## config.mk

```make
export PLATFORM = sky130hd
export DESIGN_NAME = erm_fifo
export DESIGN_NICKNAME = d
export VERILOG_FILES = /design/src/rtl/erm_pkg.sv /design/src/rtl/erm_fifo.sv
export SDC_FILE = /design/constraint.sdc
export NUM_CORES = 1
export LEC_CHECK = 0
export BUFFER_PORTS_ARGS = -buffer_cell sky130_fd_sc_hd__buf_4
export CORE_UTILIZATION = 45
export CTS_CLUSTER_SIZE = 25
export DETAILED_ROUTE_END_ITERATION = 8
export PLACE_DENSITY = 0.75
export SLEW_MARGIN = 20
export SYNTH_ARGS = -nofsm -noshare
export SYNTH_HDL_FRONTEND = slang
export SYNTH_SLANG_ARGS = --single-unit
```

## constraint.sdc

```tcl
create_clock -name clk -period 6.2 [get_ports clk]
set_input_delay 0.31 -clock clk [delete_from_list [all_inputs] [get_ports clk]]
set_output_delay 0.31 -clock clk [all_outputs]
set_load 0.01 [all_outputs]
```

## src/rtl/erm_pkg.sv

```systemverilog
package erm_pkg;

  localparam int TRIG_BITS = 16;
  localparam int TRIG_W    = TRIG_BITS + 2;
  localparam int ANGLE_W   = 16;
  localparam int VEC_W     = 32;
  localparam int LIMIT_W   = 15;
  localparam logic [LIMIT_W-1:0] LIMIT_RESET = 15'd33;

  localparam int CORDIC_STEPS = 30;
  localparam int CORDIC_W     = 34;
  localparam int CORDIC_FRAC  = 30;
  localparam logic signed [CORDIC_W-1:0] CORDIC_GAIN = 34'sd652032874;

  // atan(2^-i) in units of 2^-32 turn
  localparam logic [31:0] ATAN_TURNS [CORDIC_STEPS] = '{
    32'd536870912, 32'd316933406, 32'd167458907, 32'd85004756, 32'd42667331,
    32'd21354465, 32'd10679838, 32'd5340245, 32'd2670163, 32'd1335087,
    32'd667544, 32'd333772, 32'd166886, 32'd83443, 32'd41722,
    32'd20861, 32'd10430, 32'd5215, 32'd2608, 32'd1304,
    32'd652, 32'd326, 32'd163, 32'd81, 32'd41,
    32'd20, 32'd10, 32'd5, 32'd3, 32'd1
  };

  localparam int PROD_W = VEC_W + TRIG_W;
  localparam int WIDE_W = TRIG_BITS + 38;
  localparam int QUO_W  = TRIG_BITS + 33;
  localparam int DIV_W  = TRIG_BITS + 1;
  localparam int CR_W   = VEC_W + 2;
  localparam int MAG_W  = TRIG_BITS + 34;

  localparam logic signed [WIDE_W-1:0] ROUND_HALF = WIDE_W'(1) <<< (TRIG_BITS - 1);
  localparam logic signed [VEC_W-1:0] VEC_POS_MAX = 32'sh7fff_ffff;
  localparam logic signed [VEC_W-1:0] VEC_NEG_MAX = 32'sh8000_0000;

  localparam int FIFO_DEPTH = 2;
  localparam int FIFO_AW    = $clog2(FIFO_DEPTH);

  typedef struct packed {
    logic signed [VEC_W-1:0] v;
    logic                    sat;
  } clamp_t;

  typedef struct packed {
    logic                     mode;
    logic                     sing;
    logic signed [TRIG_W-1:0] s_pit;
    logic signed [TRIG_W-1:0] c_pit;
    logic signed [TRIG_W-1:0] s_yaw;
    logic signed [TRIG_W-1:0] c_yaw;
    logic signed [VEC_W-1:0]  a;
    logic signed [VEC_W-1:0]  b;
    logic signed [VEC_W-1:0]  c;
  } q_item_t;

  function automatic logic signed [WIDE_W-1:0] round_q(input logic signed [WIDE_W-1:0] v);
    return (v + ROUND_HALF) >>> TRIG_BITS;
  endfunction

  function automatic clamp_t clamp32(input logic signed [WIDE_W-1:0] v);
    clamp_t r;
    if (v > WIDE_W'(VEC_POS_MAX)) begin
      r.v   = VEC_POS_MAX;
      r.sat = 1'b1;
    end else if (v < WIDE_W'(VEC_NEG_MAX)) begin
      r.v   = VEC_NEG_MAX;
      r.sat = 1'b1;
    end else begin
      r.v   = v[VEC_W-1:0];
      r.sat = 1'b0;
    end
    return r;
  endfunction

endpackage

```

## src/rtl/erm_fifo.sv

```systemverilog
module erm_fifo (
  input  logic             clk,
  input  logic             rst,
  input  erm_pkg::q_item_t wr_item,
  input  logic             wr_valid,
  output logic             wr_ready,
  output erm_pkg::q_item_t rd_item,
  output logic             rd_valid,
  input  logic             rd_ready
);
  localparam int DEPTH = erm_pkg::FIFO_DEPTH;
  localparam int AW    = erm_pkg::FIFO_AW;

  erm_pkg::q_item_t mem [DEPTH];
  logic [AW-1:0] wp, rp;
  logic [AW:0]   count;
  logic push, pop;

  assign wr_ready = count != (AW+1)'(DEPTH);
  assign rd_valid = count != '0;
  assign rd_item  = mem[rp];
  assign push     = wr_valid && wr_ready;
  assign pop      = rd_valid && rd_ready;

  always_ff @(posedge clk) begin
    if (push) begin
      mem[wp] <= wr_item;
    end
  end

  always_ff @(posedge clk) begin
    if (rst) begin
      wp    <= '0;
      rp    <= '0;
      count <= '0;
    end else begin
      if (push) wp <= wp + 1'b1;
      if (pop) rp <= rp + 1'b1;
      if (push && !pop) count <= count + 1'b1;
      else if (pop && !push) count <= count - 1'b1;
    end
  end

  a_count_bound: assert property (@(posedge clk) disable iff (rst)
    count <= (AW+1)'(DEPTH))
    else $error("queue count exceeds depth");
endmodule

```

Yosys cells after proc, flatten, opt, wreduce, memory -nomap -nowiden
Memories as Yosys holds them, arrays and structs flattened. A register that Yosys moved wholly into a read port is not among the register bits.
Cells that the tools add are included.
{ "totals": {"wordCells": 23, "inputBits": 174, "mem_count": 1, "register_bits": 4, "output_inout_bits": 172, "ram_bits": 340} }
{ "classes": {"mux": 6, "n_eq_ne": 1, "n_reduce_logical": 8, "n_addsub": 4} }
{ "memory_table": {"columns": ["memory", "words", "word_bits", "rd", "rd_clocked_by_memory_dff", "write_ports", "line_no", "source"], "rows": [
  ["mem", 2, 170, 1, 1, 1, "erm_fifo.sv:14", "erm_pkg::q_item_t mem [DEPTH];"]
]} }
{ "ops": {"columns": ["op", "n"], "rows": [
  ["$logic_and A1 B1 Y1", 4],
  ["$mux W1", 4],
  ["$mux W2", 2],
  ["$reduce_bool A2 Y1", 2],
  ["$add A1 B1 Y1 const B", 2],
  ["$add A2 B1 Y2 const B", 1],
  ["$logic_not A1 Y1", 2],
  ["$ne A2 B2 Y1 const B", 1],
  ["$sub A2 B1 Y2 const B", 1]
]} }

Longest topological paths before layout
Gate-level depths: netlist of run 1.
{ "depth": {"ltp_word": 6, "depth_mapped": 6, "ltp_nobuf": 6} }

Worst setup path before layout of run 1
Ideal clock, no wire load.
{ "synth_path": {"path_kind": "reg2reg", "start": "register count[0]", "end": "memory mem[1][0] (netlist bit), enable pin", "stages_incl_launch_ff": 3, "t_arrival_ns": 4.583, "required_ns": 5.648, "synth_period_minus_slack_ns": 5.134, "slack_ns": 1.066, "n_path_buf": 0, "path_cell_list": "dfxtp_1 -> nand2b_1 -> and3_1"} }
{ "synth_between": {"elab_chain_len": 4} }
{ "synth_rtl": {"columns": ["item", "line_no", "source"], "rows": [
  ["from (decl)", "erm_fifo.sv:16", "logic [AW:0] count;"],
  ["from (signal assigned)", "erm_fifo.sv:39", "if (push && !pop) count <= count + 1'b1;"],
  ["from (signal assigned)", "erm_fifo.sv:40", "else if (pop && !push) count <= count - 1'b1;"],
  ["$ne A2 B2 Y1", "erm_fifo.sv:19", "assign wr_ready = count != (AW+1)'(DEPTH);"],
  ["via wr_ready", "erm_fifo.sv:6", "output logic wr_ready,"],
  ["$logic_and A1 B1 Y1", "erm_fifo.sv:22", "assign push = wr_valid && wr_ready;"],
  ["$mux W1", "erm_fifo.sv:26", "if (push) begin"],
  ["$mux W1 (implied by the code)", "erm_fifo.sv:27", "mem[wp] <= wr_item;"],
  ["to (decl)", "erm_fifo.sv:14", null]
]} }
The timed path passes the listed nets, and every way through them passes these cells.

==> metrics.log, run 1 <==
INFO  metric run_status = finished, final reports clean
INFO  metric max_cap_violations = 0
INFO  metric timing.clock.skew = 13.5 ps
INFO  metric synth_fp_nets = 728
INFO  metric worstMarginPinSlew = 1050 ps
INFO  metric die_height = 171 µm
INFO  metric yosys.area.top_type = sky130_fd_sc_hd__edfxtp_1
INFO  metric cts_root_buffer = sky130_fd_sc_hd__clkbuf_16
INFO  metric timing_max_transition_violations_final = 0
INFO  metric cts_tree = yes
INFO  metric crit_fanout = 55
INFO  metric timing.reg2reg.worst_path_depth = 4
INFO  metric clockBufferDepth = 3
INFO  metric std_cell_rows = 61
INFO  metric detail_route.wirelength = 29100 µm
INFO  metric detail-route-antenna-nets = 0
INFO  metric ys.warnings.count = 0
INFO  metric worst-setup-path-type = reg2out
INFO  metric fillCellCount = 1780
INFO  metric num_cts_buffers = 35
INFO  metric synth_flop_cell = sky130_fd_sc_hd__edfxtp_1
INFO  metric multiInputGateArea = 2410 µm²
INFO  metric yosys_cell_types = 19
INFO  metric count_of_final_hold_check_violations = 0
INFO  metric first_global_vias = 7598
INFO  metric fp.dieArea = 29300 µm²
INFO  metric layout-drive-gt1-share = 51.2%
INFO  metric first_pass_iters = 4
INFO  metric clock.fmax = 321 MHz
INFO  metric drc_violations_left = 0
INFO  metric synth_top_area_share = 79.2%
INFO  metric ff_latch_area = 10300 µm²
INFO  metric dr.first_iter.drc_count = 446
INFO  metric layout_worst_path_cycle_share = 50.3%
INFO  metric timing.slew.headroom = 30.0%
INFO  metric place_hpwl = 16400 µm
INFO  metric synth_top_cells_by_area = sky130_fd_sc_hd__edfxtp_1, sky130_fd_sc_hd__mux2_4, sky130_fd_sc_hd__mux2_2
INFO  metric netlist_instances = 553
INFO  metric pin_count_of_the_biggest_net_entering_global_routing = 79
INFO  metric place.port_buffers = 345
INFO  metric crit_path_start_kind = register
INFO  metric timing.hold.worst_path_depth = 1
INFO  metric die-width = 171 µm
INFO  metric ys_top_cells_by_count = sky130_fd_sc_hd__edfxtp_1, sky130_fd_sc_hd__mux2_4, sky130_fd_sc_hd__mux2_2
INFO  metric grt_setup_unrepaired = no
INFO  metric areaGrowthSynthToFinish = 44.4%
INFO  metric drt-vias-per-instance = 4.85
INFO  metric powerDensity = 373 nW/µm²
INFO  metric regToRegStartpoint = count[0]
INFO  metric setup.reg_to_reg.worst_slack = 3720 ps
INFO  metric post_drt_wl_per_cell = 19.4 µm
INFO  metric crit_end = rd_item[70]
INFO  metric route.vias.total = 7255
INFO  metric post-synth-top-count-cell = sky130_fd_sc_hd__edfxtp_1
INFO  metric final_cells = 1497
INFO  metric cp.arrival = 2810 ps
INFO  metric leakage = 7.16 nW
INFO  metric timing.hold.worst.class = in2reg
INFO  metric vdd.ir_drop.worst = 0.287 mV
INFO  metric required = 5890 ps
INFO  metric antenna_violations_before_repair = 3
INFO  metric postSynthAreaPerCell = 23.3 µm²
INFO  metric mappedNetlistArea = 12900 µm²
INFO  metric cts.clk_slew.worst_paths = 60 ps
INFO  metric synth.ff_latch_count = 345
INFO  metric initial_core_util = 46.0%
INFO  metric clock_tree.htree_level_count = 2
INFO  metric dp_cells = 1263
INFO  metric number_of_nets_at_the_end_of_the_flow = 1266
INFO  metric synth_enable_flop_cells = 340
INFO  metric fin_tns_setup = 0 ps
INFO  metric tritoncts_num_sinks = 345
INFO  metric min_period = 3120 ps
INFO  metric postCtsSetupRepairBufs = 0
INFO  metric async_set_reset_flop_share_out_of_synthesis = 0%
INFO  metric total_routing_usage_reported_by_global_routing = 19.0%
INFO  metric io_pins = 346
INFO  metric r2r-end = mem[0][152]
INFO  metric report.power.total = 6.94 mW
INFO  metric core-area = 28000 µm²
INFO  metric grt-ovfl-total = 0
INFO  metric worst_skew_pair.late_latency = 500 ps
INFO  metric endpoint_kind = primary output
INFO  metric wire_length_of_the_first_global_routing_pass = 41600 µm
INFO  metric routabilityCongestion = 0.724
INFO  metric synth.yosys.seq_area_share = 80.0%
INFO  metric setup-violations-final = 0
[flip-flops by register name, indices dropped and copies added, names as in the netlist, named ones only]
register  flops
mem         340
count         2
rp            1
wp            1
[metal layers]
| layer | vias up | wire length [µm] | global-route usage (%) |
|---|---|---|---|
| li1 | 3280 | - | - |
| met1 | 3623 | 10700 | 21.1 |
| met2 | 307 | 15500 | 35.3 |
| met3 | 45 | 2200 | 5.15 |
| met4 | 0 | 658 | 6.02 |
| met5 | - | 0 | 0 |
[critical path: stages (launching register included)]
cell and delay, ps:
sky130_fd_sc_hd__dfxtp_4 790, sky130_fd_sc_hd__buf_4 880, sky130_fd_sc_hd__mux2_4 360, sky130_fd_sc_hd__buf_4 150
[power breakdown]
group | internal (mW) | total, mW | switching (mW)
Clock | 1.12 | 1.95 | 0.827
Combinational | 1.08 | 1.95 | 0.867
Sequential | 2.92 | 3.04 | 0.123
Total | 5.13 | 6.94 | 1.82
[cells by family (layout without fill, tap and decap cells)]
| kind of cell | count (synthesis) | count (layout) | synth area share, % |
|---|---|---|---|
| multiplexers | 170 | 170 | 17.8 |
| flip-flops | 345 | 345 | 80.0 |
| AO/OA/AOI/OAI | 5 | 5 | 0.233 |
| AND/OR/NAND/NOR | 9 | 9 | 0.388 |
| buffers and inverters | 20 | 583 | 1.35 |
| XOR/XNOR | 3 | 3 | 0.204 |
| adder cells (fa/ha/maj) | 1 | 1 | 0.0970 |
| other | 0 | 3 | 0 |
[final cells by class]
type / instances / area share (%)
diodes: 3 / 0.0403
clock inverters: 19 / 0.571
flip-flops and latches: 345 / 55.4
repair buffers: 520 / 23.3
well taps: 378 / 2.54
inverters: 1 / 0.0471
multi-input cells: 188 / 13.0
clock buffers: 43 / 5.10
[through the flow]
| stage | hold slack [ps] | setup slack [ps] | instance area, µm² | util (%) |
|---|---|---|---|---|
| finish | 29.1 | 3080 | 18600 | 66.4 |
| detailed placement | 497 | 3590 | 15900 | 56.6 |
| global route | 4.32 | 2980 | 18600 | 66.4 |
| floorplan | 379 | 1070 | 12900 | - |
| CTS | 3.26 | 3050 | 18600 | 66.4 |
| global placement | 488 | 3570 | 15900 | 56.6 |
[cells in the final DEF, fill, tap and decap left out, types with 4 or more instances in the layout]
master / Yosys / final
sky130_fd_sc_hd__buf_4: 0 / 350
sky130_fd_sc_hd__clkbuf_1: 0 / 6
sky130_fd_sc_hd__clkbuf_16: 0 / 37
sky130_fd_sc_hd__clkinv_1: 0 / 11
sky130_fd_sc_hd__clkinv_2: 0 / 7
sky130_fd_sc_hd__dfxtp_1: 5 / 4
sky130_fd_sc_hd__dlygate4sd3_1: 0 / 169
sky130_fd_sc_hd__edfxtp_1: 340 / 340
sky130_fd_sc_hd__mux2_2: 70 / 70
sky130_fd_sc_hd__mux2_4: 100 / 100
[how the worst min path moves through the flow]
stage	startpoint	end	slack, ps
4_1_cts	wr_item[125]	mem[0][125]	3
2_1_floorplan	rst	count[1]	380
5_1_grt	wr_item[112]	mem[1][112]	4
3_3_place_gp	rp	rp	490
3_5_place_dp	wr_item[6]	mem[0][6]	500
6_report	wr_item[112]	mem[0][112]	30
[repair_timing]
action | in CTS | in global routing
hold buffers | 168 | 1
endpoints found under the hold margin | 338 | 2
gates resized for setup | 0 | 0
(Power assumes the default switching activity.)
==> inputs of run 2 (changes only) <==
--- a/config.mk
+++ b/config.mk
@@ -5,6 +5,7 @@
 export SDC_FILE = /design/constraint.sdc
 export NUM_CORES = 1
 export LEC_CHECK = 0
+export ABC_AREA = 1
 export BUFFER_PORTS_ARGS = -buffer_cell sky130_fd_sc_hd__buf_4
 export CORE_UTILIZATION = 45
 export CTS_CLUSTER_SIZE = 25
==> constraint.sdc (replaced) <==
create_clock -name clk -period 3.1 [get_ports clk]
set_input_delay 0.155 -clock clk [delete_from_list [all_inputs] [get_ports clk]]
set_output_delay 0.155 -clock clk [all_outputs]
set_load 0.01 [all_outputs]
==> run 2 against run 1 <==
Compared with the run above:
- first-iteration DRC count shrank 17%
- final cell count rose by 1.3%
- setup slack worse by 2400 ps
- flip-flop and latch count unchanged
- final area is 0.84% higher
- clock-buffer cell count rose by 6
- area after synthesis grew 0.13%
- combinational power increased by 88%
- total power rose by 98%
- sequential share of layout area shrank 0.45 points
- critical endpoint is now rd_item[0]
- largest power group unchanged
==> metrics.log, run 2 <==
INFO  metric drc_violations_left = 0
INFO  metric ys_top_cells_by_count = sky130_fd_sc_hd__edfxtp_1, sky130_fd_sc_hd__mux2_4, sky130_fd_sc_hd__mux2_2
INFO  metric detail-route-antenna-nets = 0
INFO  metric place.port_buffers = 345
INFO  metric clock.fmax = 409 MHz
INFO  metric synth_flop_cell = sky130_fd_sc_hd__edfxtp_1
INFO  metric gr_peak_layer = met2
INFO  metric layout.cells.most_common_list = sky130_fd_sc_hd__buf_4, sky130_fd_sc_hd__edfxtp_1, sky130_fd_sc_hd__dlygate4sd3_1
INFO  metric xor_xnor_portion_of_the_synthesized_cell_area = 0%
INFO  metric synth_fp_nets = 741
INFO  metric areaGrowthSynthToFinish = 45.4%
INFO  metric synth_fa_ha_area_share = 0.0969%
INFO  metric netlist_instances = 566
INFO  metric yosys_cell_types = 14
INFO  metric cts_tree = yes
INFO  metric synth.ff_latch_count = 345
INFO  metric crit_path_start_kind = register
INFO  metric required = 2940 ps
INFO  metric async_set_reset_flop_share_out_of_synthesis = 0%
INFO  metric yosys.area.top_type = sky130_fd_sc_hd__edfxtp_1
INFO  metric timing.reg2reg.worst_path_depth = 5
INFO  metric antenna_violations_before_repair = 3
INFO  metric r2r-end = mem[0][139]
INFO  metric hold_slack = 41.9 ps
INFO  metric min_period = 2450 ps
INFO  metric crit_fanout = 39
INFO  metric total_routing_usage_reported_by_global_routing = 18.4%
INFO  metric max_cap_violations = 0
INFO  metric report.power.total = 13.7 mW
INFO  metric worst-setup-path-type = reg2out
INFO  metric grt_use_met1 = 20.3%
INFO  metric synth-simple-area-share = 0.591%
INFO  metric met2_usage = 33.6%
INFO  metric io_pins = 346
INFO  metric regToRegStartpoint = count[0]
INFO  metric dr.first_iter.drc_count = 372
INFO  metric synth_top_family_by_area = multiplexers
INFO  metric timing.hold.worst.class = in2reg
INFO  metric dp_cells = 1278
INFO  metric post-synth-top-count-cell = sky130_fd_sc_hd__edfxtp_1
INFO  metric cts.clk_slew.worst_paths = 60 ps
INFO  metric vdd.ir_drop.worst = 0.603 mV
INFO  metric grt-ovfl-total = 0
INFO  metric post_drt_wl_per_cell = 18.4 µm
INFO  metric layout_worst_path_cycle_share = 78.9%
INFO  metric ys.warnings.count = 0
INFO  metric critical-path-top-delay-family = flip-flops
INFO  metric critical_path_buf_inv_count = 2
INFO  metric mux_contribution_to_synthesized_area = 17.7%
INFO  metric run_status = finished, final reports clean
INFO  metric worstMarginPinSlew = 632 ps
INFO  metric path_cells = buf_4, mux2_2, buf_4
INFO  metric cts_root_buffer = sky130_fd_sc_hd__clkbuf_16
INFO  metric die_height = 171 µm
INFO  metric fin_tns_setup = 0 ps
INFO  metric timing_max_transition_violations_final = 0
INFO  metric setup.reg_to_reg.worst_slack = 1430 ps
INFO  metric endpoint_kind = primary output
INFO  metric final_cells = 1516
INFO  metric route.vias.total = 7239
INFO  metric postSynthAreaPerCell = 22.8 µm²
INFO  metric critical_path.most_common_cell = sky130_fd_sc_hd__buf_4
INFO  metric mappedNetlistArea = 12900 µm²
INFO  metric pin_count_of_the_biggest_net_entering_global_routing = 111
INFO  metric synth_enable_flop_cells = 340
INFO  metric wire_length_of_the_first_global_routing_pass = 40600 µm
INFO  metric setup-violations-final = 0
INFO  metric worstSetupPathDepth = 3
INFO  metric place_hpwl = 16600 µm
INFO  metric routabilityCongestion = 0.709
INFO  metric register_ranked_first_by_flip_flop_count = mem
INFO  metric timing.slew.headroom = 57.9%
INFO  metric count_of_final_hold_check_violations = 0
INFO  metric postCtsSetupRepairBufs = 0
INFO  metric detail_route.wirelength = 27900 µm
INFO  metric synth.yosys.seq_area_share = 79.9%
INFO  metric synth_top_area_share = 79.1%
INFO  metric number_of_flip_flops_in_the_largest_register = 340
INFO  metric drt-vias-per-instance = 4.78
INFO  metric die-width = 171 µm
INFO  metric cp.arrival = 2290 ps
INFO  metric clockBufferDepth = 3
INFO  metric crit_path_top_delay_cell = sky130_fd_sc_hd__dfxtp_4
INFO  metric synth_top_cells_by_area = sky130_fd_sc_hd__edfxtp_1, sky130_fd_sc_hd__mux2_4, sky130_fd_sc_hd__mux2_2
INFO  metric first_global_vias = 7664
INFO  metric tritoncts_num_sinks = 345
INFO  metric timing.clock.skew = 14.7 ps
INFO  metric synth-compound-area-share = 0.155%
INFO  metric crit_path_max_incr_delay = 740 ps
INFO  metric initial_core_util = 46.1%
INFO  metric leading_cell_type_in_the_layout_fill_and_taps_excluded = sky130_fd_sc_hd__buf_4
INFO  metric crit_end = rd_item[0]
INFO  metric worst_skew_pair.late_latency = 500 ps
INFO  metric grt_setup_unrepaired = no
INFO  metric layout-drive-gt1-share = 50.7%
INFO  metric number_of_nets_at_the_end_of_the_flow = 1286
INFO  metric fp.dieArea = 29400 µm²
INFO  metric core-area = 28000 µm²
INFO  metric clock_tree.htree_level_count = 2
INFO  metric largest_registers = mem x340, count x2
INFO  metric powerDensity = 731 nW/µm²
INFO  metric utilization_of_the_core_after_routing = 67.0%
INFO  metric num_cts_buffers = 37
INFO  metric groute.layer.met3.usage = 5.57%
INFO  metric first_pass_iters = 4
INFO  metric leakage = 7.24 nW
INFO  metric std_cell_rows = 61
-- run 2: logic make-up (layout without fill, tap and decap cells) --
| group | Yosys count | in the layout |
|---|---|---|
| and+or+nand+nor | 19 | 19 |
| AOI/OAI and AO/OA | 4 | 4 |
| other | 0 | 3 |
| adders and majority gates | 1 | 1 |
| muxes | 170 | 170 |
| buffers and inverters | 27 | 596 |
| DFF | 345 | 345 |
-- run 2: power breakdown --
part           internal (mW)  switching, mW  total (mW)
Sequential              5.90          0.218        6.12
Clock                   2.28           1.65        3.93
Combinational           2.00           1.67        3.67
-- run 2: layout make-up --
cell class                      count  area (µm²)
Multi-Input combinational cell    194        2430
Antenna cell                        3        7.51
Fill cell                        1772        9240
Inverter                            8        30.0
Tap cell                          378         473
Sequential cell                   345       10300
Timing Repair Buffer              525        4450
Clock buffer                       49         971
Clock inverter                     14        95.1
-- run 2: how the worst min path moves through the flow --
| stage | from | endpoint | cells past startpoint |
|---|---|---|---|
| finish | wr_valid | wp | 4 |
| global route | wr_valid | wp | 4 |
| CTS | wr_valid | wp | 4 |
| detailed placement | wr_item[17] | mem[1][17] | 1 |
| global placement | wr_item[48] | mem[0][48] | 1 |
| floorplan | wr_item[0] | mem[0][0] | 0 |
-- run 2: per-layer routing --
layer / share of wire [%] / vias to the layer above
met1: 38 / 3567
met5: 0 / -
met2: 52 / 288
met3: 7.6 / 56
met4: 2.4 / 0
li1: - / 3328
-- run 2: stage by stage --
stage / instance area, µm² / setup WS, ps
after CTS: 18800 / 622
final: 18800 / 654
after floorplan: 12900 / -367
after global placement: 16000 / 1180
after detailed placement: 16000 / 1170
after global routing: 18800 / 548
-- run 2: repair_timing --
action	CTS	global route
gates resized for setup	0	0
hold buffers	172	0
endpoints found under the hold margin	345	0
-- run 2: worst reg2reg max path: cells and delay by family, from the launching register on --
kind                   cells  cell delay [ps]
buffers and inverters      2              560
DFF                        1              330
and+or+nand+nor            3              330
==> inputs of run 3 (changes only) <==
--- a/config.mk
+++ b/config.mk
@@ -10,7 +10,7 @@
 export CORE_UTILIZATION = 45
 export CTS_CLUSTER_SIZE = 25
 export DETAILED_ROUTE_END_ITERATION = 8
-export PLACE_DENSITY = 0.75
+export PLACE_DENSITY = 0.78
 export SLEW_MARGIN = 20
 export SYNTH_ARGS = -nofsm -noshare
 export SYNTH_HDL_FRONTEND = slang
==> constraint.sdc (replaced) <==
create_clock -name clk -period 2.1 [get_ports clk]
set_input_delay 0.105 -clock clk [delete_from_list [all_inputs] [get_ports clk]]
set_output_delay 0.105 -clock clk [all_outputs]
set_load 0.01 [all_outputs]
==> run 3 against run 2 <==
Compared with the run above:
- first-iteration DRC count is 17% lower
- total power rose by 53%
- critical path depth unchanged
- setup slack got worse by 630 ps
- routed wire length grew 6.0%
- clock skew rose by 5.6 ps
- flip-flop and latch count did not move
- final area up 1.5%
- final cell count increased by 0.86%
- largest power group unchanged
==> metrics.log, run 3 (synthesis gave the netlist of run 2 again) <==
INFO  metric run_status = finished, final reports clean
INFO  metric place_ws = 544 ps
INFO  metric timing_max_transition_violations_final = 0
INFO  metric postLayoutSetupSlackWorst = 27.1 ps
INFO  metric switching_share = 25.7%
INFO  metric areaGrowthSynthToFinish = 47.5%
INFO  metric drt-vias-per-instance = 4.78
INFO  metric power_switching = 5.37 mW
INFO  metric total_routing_usage_reported_by_global_routing = 19.5%
INFO  metric crit_fanout = 48
INFO  metric worstMarginPinSlew = 441 ps
INFO  metric max_cap_violations = 0
INFO  metric crit_path_start_kind = register
INFO  metric power.combinational.fraction = 27.0%
INFO  metric post_dp_cell_area = 16100 µm²
INFO  metric utilization_of_the_core_after_routing = 68.0%
INFO  metric clockPowerShare = 30.0%
INFO  metric initial_core_util = 46.1%
INFO  metric count_of_final_hold_check_violations = 0
INFO  metric required = 2000 ps
INFO  metric leading_cell_type_in_the_layout_fill_and_taps_excluded = sky130_fd_sc_hd__buf_4
INFO  metric fillCellCount = 1710
INFO  metric grt_setup_unrepaired = yes
INFO  metric layout_worst_path_cycle_share = 98.7%
INFO  metric io_pins = 346
INFO  metric clock.fmax = 482 MHz
INFO  metric dp_cells = 1285
INFO  metric cts.clk_slew.worst_paths = 60 ps
INFO  metric antenna_violations_before_repair = 6
INFO  metric sequential_fraction_of_design_power = 43.0%
INFO  metric cp.arrival = 1970 ps
INFO  metric leakage = 7.37 nW
INFO  metric endpoint_kind = primary output
INFO  metric routabilityCongestion = 0.711
INFO  metric layout.cells.most_common_list = sky130_fd_sc_hd__buf_4, sky130_fd_sc_hd__edfxtp_1, sky130_fd_sc_hd__dlygate4sd3_1
INFO  metric num_cts_buffers = 36
INFO  metric timing.hold.worst.class = in2reg
INFO  metric postCtsSetupRepairBufs = 0
INFO  metric layout-drive-gt1-share = 51.5%
INFO  metric die_height = 171 µm
INFO  metric cts_tree = yes
INFO  metric setup.reg_to_reg.worst_slack = 560 ps
INFO  metric std_cell_rows = 61
INFO  metric timing.clock.skew = 20.3 ps
INFO  metric detail_route.wirelength = 29600 µm
INFO  metric min_period = 2070 ps
INFO  metric final_cells = 1529
INFO  metric drc_violations_left = 0
INFO  metric dr.first_iter.drc_count = 308
INFO  metric worst-setup-path-type = reg2out
INFO  metric fin_area = 19000 µm²
INFO  metric register_ranked_first_by_flip_flop_count = mem
INFO  metric pin_count_of_the_biggest_net_entering_global_routing = 71
INFO  metric die-width = 171 µm
INFO  metric first_pass_iters = 4
INFO  metric wire_length_of_the_first_global_routing_pass = 42900 µm
INFO  metric cts_root_buffer = sky130_fd_sc_hd__clkbuf_16
INFO  metric post_drt_wl_per_cell = 19.3 µm
INFO  metric detail-route-antenna-nets = 0
INFO  metric number_of_flip_flops_in_the_largest_register = 340
INFO  metric first_global_vias = 7813
INFO  metric clock_tree.htree_level_count = 2
INFO  metric place.port_buffers = 345
INFO  metric timing.slew.headroom = 70.6%
INFO  metric cell_internal_pwr = 15.6 mW
INFO  metric largest_registers = mem x340, count x2
INFO  metric fp.dieArea = 29400 µm²
INFO  metric grt-ovfl-total = 0
INFO  metric place_hpwl = 18300 µm
INFO  metric setup-violations-final = 0
INFO  metric route.vias.total = 7305
INFO  metric number_of_nets_at_the_end_of_the_flow = 1294
INFO  metric worst_skew_pair.late_latency = 510 ps
INFO  metric core-area = 28000 µm²
INFO  metric powerDensity = 1100 nW/µm²
INFO  metric clockBufferDepth = 3
INFO  metric vdd.ir_drop.worst = 0.646 mV
INFO  metric tritoncts_num_sinks = 345
INFO  metric report.power.total = 20.9 mW
[run 3: cell types whose count changed in the layout (fill, tap and decap cells not counted), sizes merged]
cell and change:
bufinv +4, clkbuf -8, buf +7, inv +1
dlygate4sd3 +2, clkinv +5, diode +2
[run 3: cell type report]
cell class,count,area (µm²),share of cell area (%)
Inverter,8,30.0,0.158
Tap cell,378,473,2.48
Multi-Input combinational cell,194,2430,12.8
Antenna cell,5,12.5,0.0657
Clock inverter,24,259,1.36
Sequential cell,345,10300,54.2
Clock buffer,41,920,4.83
Timing Repair Buffer,534,4600,24.2
[run 3: worst paths after layout]
path                        to          from  cells past startpoint
setup reg to reg    mem[0][13]      count[0]                      5
setup / recovery  rd_item[143]      register                      3
hold reg to reg             wp            wp                      2
hold / removal     mem[0][114]  wr_item[114]                      2
[run 3: layer usage]
metal  vias to the layer above  global-route usage (%)  wire (µm)
met2                       310                    36.0      15500
met5                         -                       0         13
met3                        63                    5.71       2280
met1                      3577                    21.0      10900
li1                       3353                       -          -
met4                         2                    7.30        872
[run 3: repair_timing]
action / 4_1_cts / 5_1_grt
hold buffers: 174 / 0
hold endpoints to repair: 345 / 0
endpoints found under the setup margin: 0 / 67
resized for setup: 0 / 2
[run 3: power by group through the flow]
stage               Sequential (mW)  Clock [mW]  Combinational, mW
global route                   9.07        6.70               6.01
CTS                            8.99        6.41               5.65
floorplan                      9.08           0               3.02
global placement               9.07           0               5.27
finish                         8.99        6.29               5.66
detailed placement             9.13           0               5.34
[run 3: metrics by stage]
stage               hold WS (ps)  TNS [ps]
global placement             290         0
floorplan                    204   -461790
finish                       323         0
CTS                          300         0
global route                 310     -1310
detailed placement           292         0
[run 3: critical path: stages (launching register included)]
cell and delay (ps):
sky130_fd_sc_hd__dfxtp_4 540, sky130_fd_sc_hd__buf_12 380, sky130_fd_sc_hd__mux2_4 350, sky130_fd_sc_hd__buf_4 140
